File: src/hdl/hsv2rgb_pkg.sv
`default_nettype none
// ----------------------------------------------------------------------------
// hsv2rgb_pkg
// Beat types, sector codes and fixed scale constants for the HSV to RGB core.
// ----------------------------------------------------------------------------
package hsv2rgb_pkg;

    typedef struct packed {
        logic [8:0] hue;
        logic [7:0] saturation;
        logic [7:0] value;
    } hsv_pixel_t;

    typedef struct packed {
        logic [7:0]  red;
        logic [7:0]  green;
        logic [7:0]  blue;
        logic [23:0] packed_rgb;
    } rgb_pixel_t;

    typedef enum logic [2:0] {
        SEC_R_TO_Y = 3'd0,
        SEC_Y_TO_G = 3'd1,
        SEC_G_TO_C = 3'd2,
        SEC_C_TO_B = 3'd3,
        SEC_B_TO_M = 3'd4,
        SEC_M_TO_R = 3'd5
    } sector_t;

    localparam int SECTOR_DEG  = 60;
    localparam int SECTORS     = 6;
    localparam int MAX_SECTOR  = 511 / SECTOR_DEG;
    localparam int FULL_SCALE  = 255;
    localparam int FINE_SCALE  = 15300;

    // floor(y / 3825) = (y * RECIP_3825) >> RECIP_SHIFT for y < 2**20
    localparam logic [20:0] RECIP_3825  = 21'd1122868;
    localparam int          RECIP_SHIFT = 32;

endpackage
`default_nettype wire

File: src/hdl/hsv_to_rgb_convert_core.sv
`default_nettype none
// ----------------------------------------------------------------------------
// hsv_to_rgb_convert_core
// Six-stage pipelined HSV to RGB pixel converter with valid/ready channels.
// Throughput: one pixel per cycle; all stages advance together on one enable.
// A stall at the output holds every stage in place.
// Reset (aresetn low, synchronous) clears the stage valid bits only.
// ----------------------------------------------------------------------------
module hsv_to_rgb_convert_core
    import hsv2rgb_pkg::*;
(
    input  wire logic       aclk,
    input  wire logic       aresetn,
    input  wire logic       s_valid,
    output logic            s_ready,
    input  hsv_pixel_t      s_data,
    output logic            m_valid,
    input  wire logic       m_ready,
    output rgb_pixel_t      m_data
);

    localparam int STAGES = 6;

    logic [STAGES-1:0] valid_reg, valid_next;
    logic              advance;

    assign advance = !valid_reg[STAGES-1] || m_ready;
    assign s_ready = advance;
    assign m_valid = valid_reg[STAGES-1];

    always_comb begin
        valid_next = valid_reg;
        if (advance) begin
            valid_next = {valid_reg[STAGES-2:0], s_valid};
        end
    end

    always_ff @(posedge aclk) begin
        if (!aresetn) begin
            valid_reg <= '0;
        end else begin
            valid_reg <= valid_next;
        end
    end

    // stage 1: sector and remainder
    logic [3:0] sec_raw;
    logic [8:0] sec_base;
    logic [3:0] sec_wrap;

    always_comb begin
        sec_raw  = '0;
        sec_base = '0;
        for (int k = 1; k <= MAX_SECTOR; k++) begin
            if (s_data.hue >= 9'(k * SECTOR_DEG)) begin
                sec_raw  = 4'(k);
                sec_base = 9'(k * SECTOR_DEG);
            end
        end
        sec_wrap = (sec_raw >= 4'(SECTORS)) ? sec_raw - 4'(SECTORS) : sec_raw;
    end

    sector_t    s1_sector_reg;
    logic [5:0] s1_hf_reg;
    logic [7:0] s1_sat_reg;
    logic [7:0] s1_val_reg;

    // stage 2: products
    sector_t     s2_sector_reg;
    logic [7:0]  s2_val_reg;
    logic [15:0] s2_pprod_reg;
    logic [13:0] s2_qsub_reg;
    logic [13:0] s2_tsub_reg;

    // stage 3: p and fine numerators
    sector_t     s3_sector_reg;
    logic [7:0]  s3_val_reg;
    logic [7:0]  s3_p_reg;
    logic [13:0] s3_qn_reg;
    logic [13:0] s3_tn_reg;

    // stage 4: scaled numerators
    sector_t     s4_sector_reg;
    logic [7:0]  s4_val_reg;
    logic [7:0]  s4_p_reg;
    logic [21:0] s4_qprod_reg;
    logic [21:0] s4_tprod_reg;

    // stage 5: reciprocal products
    sector_t     s5_sector_reg;
    logic [7:0]  s5_val_reg;
    logic [7:0]  s5_p_reg;
    logic [40:0] s5_qmul_reg;
    logic [40:0] s5_tmul_reg;

    // stage 6: output
    rgb_pixel_t  m_data_reg, m_data_next;

    logic [7:0]  sat_inv;
    logic [5:0]  hf_inv;
    logic [16:0] p_sum;
    logic [7:0]  q_lvl;
    logic [7:0]  t_lvl;

    assign sat_inv = 8'(FULL_SCALE) - s1_sat_reg;
    assign hf_inv  = 6'(SECTOR_DEG) - s1_hf_reg;
    assign p_sum   = {1'b0, s2_pprod_reg} + 17'(s2_pprod_reg[15:8]) + 17'd1;
    assign q_lvl   = s5_qmul_reg[RECIP_SHIFT +: 8];
    assign t_lvl   = s5_tmul_reg[RECIP_SHIFT +: 8];

    always_comb begin
        m_data_next = '0;
        case (s5_sector_reg)
            SEC_R_TO_Y: begin
                m_data_next.red   = s5_val_reg;
                m_data_next.green = t_lvl;
                m_data_next.blue  = s5_p_reg;
            end
            SEC_Y_TO_G: begin
                m_data_next.red   = q_lvl;
                m_data_next.green = s5_val_reg;
                m_data_next.blue  = s5_p_reg;
            end
            SEC_G_TO_C: begin
                m_data_next.red   = s5_p_reg;
                m_data_next.green = s5_val_reg;
                m_data_next.blue  = t_lvl;
            end
            SEC_C_TO_B: begin
                m_data_next.red   = s5_p_reg;
                m_data_next.green = q_lvl;
                m_data_next.blue  = s5_val_reg;
            end
            SEC_B_TO_M: begin
                m_data_next.red   = t_lvl;
                m_data_next.green = s5_p_reg;
                m_data_next.blue  = s5_val_reg;
            end
            default: begin
                m_data_next.red   = s5_val_reg;
                m_data_next.green = s5_p_reg;
                m_data_next.blue  = q_lvl;
            end
        endcase
        m_data_next.packed_rgb = {m_data_next.red, m_data_next.green, m_data_next.blue};
    end

    always_ff @(posedge aclk) begin
        if (advance) begin
            s1_sector_reg <= sector_t'(sec_wrap[2:0]);
            s1_hf_reg     <= 6'(s_data.hue - sec_base);
            s1_sat_reg    <= s_data.saturation;
            s1_val_reg    <= s_data.value;

            s2_sector_reg <= s1_sector_reg;
            s2_val_reg    <= s1_val_reg;
            s2_pprod_reg  <= 16'(s1_val_reg) * 16'(sat_inv);
            s2_qsub_reg   <= 14'(s1_sat_reg) * 14'(s1_hf_reg);
            s2_tsub_reg   <= 14'(s1_sat_reg) * 14'(hf_inv);

            s3_sector_reg <= s2_sector_reg;
            s3_val_reg    <= s2_val_reg;
            s3_p_reg      <= p_sum[15:8];
            s3_qn_reg     <= 14'(FINE_SCALE) - s2_qsub_reg;
            s3_tn_reg     <= 14'(FINE_SCALE) - s2_tsub_reg;

            s4_sector_reg <= s3_sector_reg;
            s4_val_reg    <= s3_val_reg;
            s4_p_reg      <= s3_p_reg;
            s4_qprod_reg  <= 22'(s3_val_reg) * 22'(s3_qn_reg);
            s4_tprod_reg  <= 22'(s3_val_reg) * 22'(s3_tn_reg);

            s5_sector_reg <= s4_sector_reg;
            s5_val_reg    <= s4_val_reg;
            s5_p_reg      <= s4_p_reg;
            s5_qmul_reg   <= 41'(s4_qprod_reg[21:2]) * 41'(RECIP_3825);
            s5_tmul_reg   <= 41'(s4_tprod_reg[21:2]) * 41'(RECIP_3825);

            m_data_reg    <= m_data_next;
        end
    end

    assign m_data = m_data_reg;

    a_reset_empty : assert property (@(posedge aclk)
        $past(!aresetn) |-> !m_valid)
        else $error("output valid after reset");

    a_stage_move : assert property (@(posedge aclk) disable iff (!aresetn)
        advance && valid_reg[0] |=> valid_reg[1])
        else $error("beat lost between stages");

    a_p_bound : assert property (@(posedge aclk) disable iff (!aresetn)
        valid_reg[2] |-> s3_p_reg <= s3_val_reg)
        else $error("p level above value");

    a_fine_bound : assert property (@(posedge aclk) disable iff (!aresetn)
        valid_reg[4] |-> (q_lvl <= s5_val_reg) && (t_lvl <= s5_val_reg)
                         && (s5_qmul_reg[40] == 1'b0))
        else $error("q or t level above value");

endmodule
`default_nettype wire

File: config.mk
export PLATFORM = sky130hd
export DESIGN_NAME = hsv_to_rgb_convert_core
export DESIGN_NICKNAME = d
export VERILOG_FILES = /design/src/hdl/hsv2rgb_pkg.sv /design/src/hdl/hsv_to_rgb_convert_core.sv
export SDC_FILE = /design/constraint.sdc
export NUM_CORES = 2
export LEC_CHECK = 0
export BUFFER_PORTS_ARGS = -buffer_cell sky130_fd_sc_hd__buf_2
export CAP_MARGIN = 5
export CORE_MARGIN = 3
export CORE_UTILIZATION = 28
export DETAILED_ROUTE_END_ITERATION = 12
export HOLD_SLACK_MARGIN = 0.08
export PLACE_DENSITY = 0.48
export SETUP_SLACK_MARGIN = 0.05
export SLEW_MARGIN = 0
export SYNTH_ARGS = -nofsm -noshare
export SYNTH_HDL_FRONTEND = slang
export SYNTH_SLANG_ARGS = --single-unit
File: constraint.sdc
create_clock -name aclk -period 8.65 [get_ports aclk]
set_input_delay 0.4325 -clock aclk [delete_from_list [all_inputs] [get_ports aclk]]
set_output_delay 0.4325 -clock aclk [all_outputs]
set_load 0.02 [all_outputs]
==> summary.md <==
The final hold violation count came out at 0. The number of synthesized register bits is 249, and the maximum clock frequency is 172 MHz. Hold timing on the final database bottoms out at a slack of 0.280 ns.

The most critical setup path has its startpoint at s4_qprod_reg[15]. After technology mapping, the gate count stands at 2875. The total number of H-tree levels was 1. Routability-driven placement finished with a final weighted congestion of 0.801.

The boundary pin count is 79. The tools report the effective utilization at floorplan as 28.5%. The most instantiated library cell after synthesis is sky130_fd_sc_hd__inv_1. Synthesized area per cell: 10.5 µm². The area of the core was 106000 µm². TritonCTS built the clock tree.

The register with the most flip-flops in the layout has 24 of them. The number of instances on the worst hold path is 4, and the number of diodes is 0. The via count normalized by instance count was 4.35; the filler cell count in the final layout was 11000. The number of antenna violations at the first check in global routing is 3. Measured along the x axis, the die boundary spans 335 µm. The endpoint identified for the worst register-to-register timing path is s5_qmul_reg[37]. Synthesis warning total: 0. In this run the critical register-to-register path is launched from s4_qprod_reg[15]. Maximum fanout count along the critical path: 7.

The synthesized design spends more area on one cell type than any other, namely sky130_fd_sc_hd__edfxtp_1. The flip-flop cell with the highest count after synthesis is sky130_fd_sc_hd__edfxtp_1. In this run the tightest slew margin relative to its limit is 30.3%.

Compared with the post-synthesis result, the final layout area differs by 9.84%. STA classifies the critical path endpoint as a flip-flop. CTS placed an instance of sky130_fd_sc_hd__clkbuf_16 at the clock tree root. The HPWL after detailed placement is 48.9 mm.

After synthesis, the most frequently instantiated cells are 617 x sky130_fd_sc_hd__inv_1, 505 x sky130_fd_sc_hd__ha_1, 363 x sky130_fd_sc_hd__fa_1. The total area of multi-input combinational cells is 20100 µm², and the overall die area is 112000 µm². The net count of the finished layout is 3839. Once placement completed, the tool counted placed cells totaling 4282. The tools report the distinct cell type count of the synthesized netlist as 70.

Across the whole layout, storage elements account for 7420 µm². The path depth of the worst reg2reg path was 19. The sequential element share of the synthesized area was 24.5%; the clock latency on the worst-skew pair was 0.59 ns. Buffers inserted to repair hold after CTS numbered 20. The routed design could run at a clock period as short as 5.82 ns. The run gives 0 as the number of setup buffers added after CTS. The number of global-route vias before repair is 19500, and the die span in y is 335 µm.

The count of input and output buffers is 78, and the first-pass iteration count of the detailed router is 4. The cell area after synthesis was 30200 µm². The count of final setup violators was 0; the post-route fraction of the period consumed by the critical path was 67.3%. For the wire length of the first global-routing pass, the log shows 103 mm. Sorting the synthesized cells by area gives the leading types as sky130_fd_sc_hd__edfxtp_1 24%, sky130_fd_sc_hd__fa_1 24%, sky130_fd_sc_hd__ha_1 21%, sky130_fd_sc_hd__inv_1 7.7%, sky130_fd_sc_hd__and2_1 4.6%. The number of enable flip-flop cells after synthesis was 243.

Setup repair after global routing left no endpoint under its margin. The share of post-route cells with drive strength above 1 works out to 5.19%. The area share of the largest cell type after synthesis was 24.1%; the TritonCTS buffer count was 29. Dividing the detail-routed wire length by the instance count gives 14.0 µm. The count of nets left with antenna violations once routing finished came out at 0. The destination of the critical timing path was s5_qmul_reg[37]. The number of max-cap violations came out at 0. The run finished with clean final reports. The worst setup path is of the flip-flop to flip-flop kind. In this run, the number of DRC markers left after iteration 0 of detailed routing was 758.

For the number of nets produced by synthesis, the log shows 3772. The min-delay analysis places its worst path in the category primary input to flip-flop. The clock net in this run drives a total of 249 sinks. The logs give 0 for the count of final max-slew check failures and 0 for the global route total overflow. For the data arrival at the endpoint of the critical path, the log shows 6.15 ns. Once layout is complete, the cells apart from fillers number 4356.

After clock tree synthesis, the clock-pin slew on the worst setup and hold paths is 0.06 ns. The row count was 119; the overall global routing resource usage was 11.2%. The share of synthesized flip-flops with an asynchronous set or reset was 0%; the required time at the endpoint of the critical path was 8.98 ns.

The total via count after detailed routing was 19000; the number of cells upsized or downsized after cts was 0. The run gives 3 as the buffer levels on the longest clock path. Setup total negative slack on the finished layout was measured at 0 ns.

On the final layout, the worst clock skew is 0.0222 ns. Entering global routing, the biggest net connects 127 pins. The register-to-register setup slack is 2.83 ns, and the slew at the pin with the worst max-slew slack is 1.05 ns.

The number of DRC violations after detailed routing is 0. The tools report the aggregate routed wire length as 61.1 mm. The nature of the critical path startpoint is a flip-flop.
## through the flow
stage	cell area [µm²]	setup WS (ns)	utilization [%]
after CTS	33200	2.78	31.3
final	33200	2.83	31.3
after global placement	32100	3.01	30.2
after floorplan	30200	2.52	-
after global routing	33200	2.45	31.3
after detailed placement	32100	2.83	30.2
## area by class of cell
type,instances,area share [%]
Sequential cell,249,22.3
Tap cell,1391,5.24
Clock buffer,33,2.23
Timing Repair Buffer,111,2.07
Multi-Input combinational cell,1934,60.6
Inverter,617,7.00
Clock inverter,21,0.509
## cells by family (layout without fill, tap and decap cells)
kind of cell,after synthesis,in the layout,synth area share [%]
compound gates,278,278,6.21
xor+xnor,118,118,3.42
fa+ha+maj,869,869,45.0
buf+inv,692,782,8.89
flops,249,249,24.5
mux,19,19,0.633
simple gates,650,650,11.4
## worst max-delay path, cell delays in order, from the launching register on
cell	delay [ns]
sky130_fd_sc_hd__edfxtp_1	0.57
sky130_fd_sc_hd__ha_1	0.38
sky130_fd_sc_hd__ha_1	0.27
sky130_fd_sc_hd__inv_1	0.05
sky130_fd_sc_hd__fa_1	0.50
sky130_fd_sc_hd__inv_1	0.04
sky130_fd_sc_hd__ha_1	0.29
sky130_fd_sc_hd__fa_1	0.48
sky130_fd_sc_hd__inv_1	0.05
sky130_fd_sc_hd__fa_1	0.52
sky130_fd_sc_hd__inv_1	0.04
sky130_fd_sc_hd__ha_1	0.30
sky130_fd_sc_hd__a21oi_1	0.14
sky130_fd_sc_hd__o21ai_0	0.14
sky130_fd_sc_hd__a2111oi_0	0.56
sky130_fd_sc_hd__a211oi_1	0.25
sky130_fd_sc_hd__o31ai_2	0.44
sky130_fd_sc_hd__o211ai_1	0.21
sky130_fd_sc_hd__a21o_1	0.22
sky130_fd_sc_hd__xor2_1	0.13
## metal layers
layer	vias up	track usage, %	wire (µm)	part of all wire [%]
met3	41	1.11	1610	2.6
met2	210	17.5	26300	43
met1	9286	17.2	32600	53
met4	0	1.60	675	1.1
li1	9422	-	-	-
met5	-	0	0	0
## cell usage in the layout (no fill, tap or decap), types with 6 or more instances in the layout
cell and n:
sky130_fd_sc_hd__nand2_1 155, sky130_fd_sc_hd__a21o_1 23, sky130_fd_sc_hd__nand3_1 18, sky130_fd_sc_hd__buf_4 13, sky130_fd_sc_hd__inv_1 616, sky130_fd_sc_hd__xnor2_1 74
sky130_fd_sc_hd__a31oi_1 11, sky130_fd_sc_hd__nor3_1 22, sky130_fd_sc_hd__and3_1 11, sky130_fd_sc_hd__o211ai_1 7, sky130_fd_sc_hd__xor2_1 44, sky130_fd_sc_hd__dlygate4sd3_1 20
sky130_fd_sc_hd__nor2b_1 47, sky130_fd_sc_hd__a221o_1 10, sky130_fd_sc_hd__clkbuf_16 29, sky130_fd_sc_hd__buf_2 78, sky130_fd_sc_hd__o21bai_1 17, sky130_fd_sc_hd__nor2_1 90
sky130_fd_sc_hd__a22oi_1 15, sky130_fd_sc_hd__o21a_1 9, sky130_fd_sc_hd__and2_1 224, sky130_fd_sc_hd__o21ai_0 41, sky130_fd_sc_hd__fa_1 363, sky130_fd_sc_hd__nand4_1 14
sky130_fd_sc_hd__ha_1 505, sky130_fd_sc_hd__nand2b_1 41, sky130_fd_sc_hd__mux2i_1 18, sky130_fd_sc_hd__dfxtp_1 6, sky130_fd_sc_hd__edfxtp_1 243, sky130_fd_sc_hd__a21oi_1 88
sky130_fd_sc_hd__a21boi_0 9
## worst min path at each step
stage | start | endpoint
detailed placement | s2_sector_reg[2] | s3_sector_reg[2]
floorplan | s1_sector_reg[0] | s2_sector_reg[0]
global route | m_ready | valid_reg[0]
finish | m_ready | valid_reg[4]
CTS | m_ready | valid_reg[4]
global placement | s2_val_reg[5] | s3_val_reg[5]
Power is not shown: default switching activity piles up to over one toggle a cycle in this logic, so the estimate is an artifact.
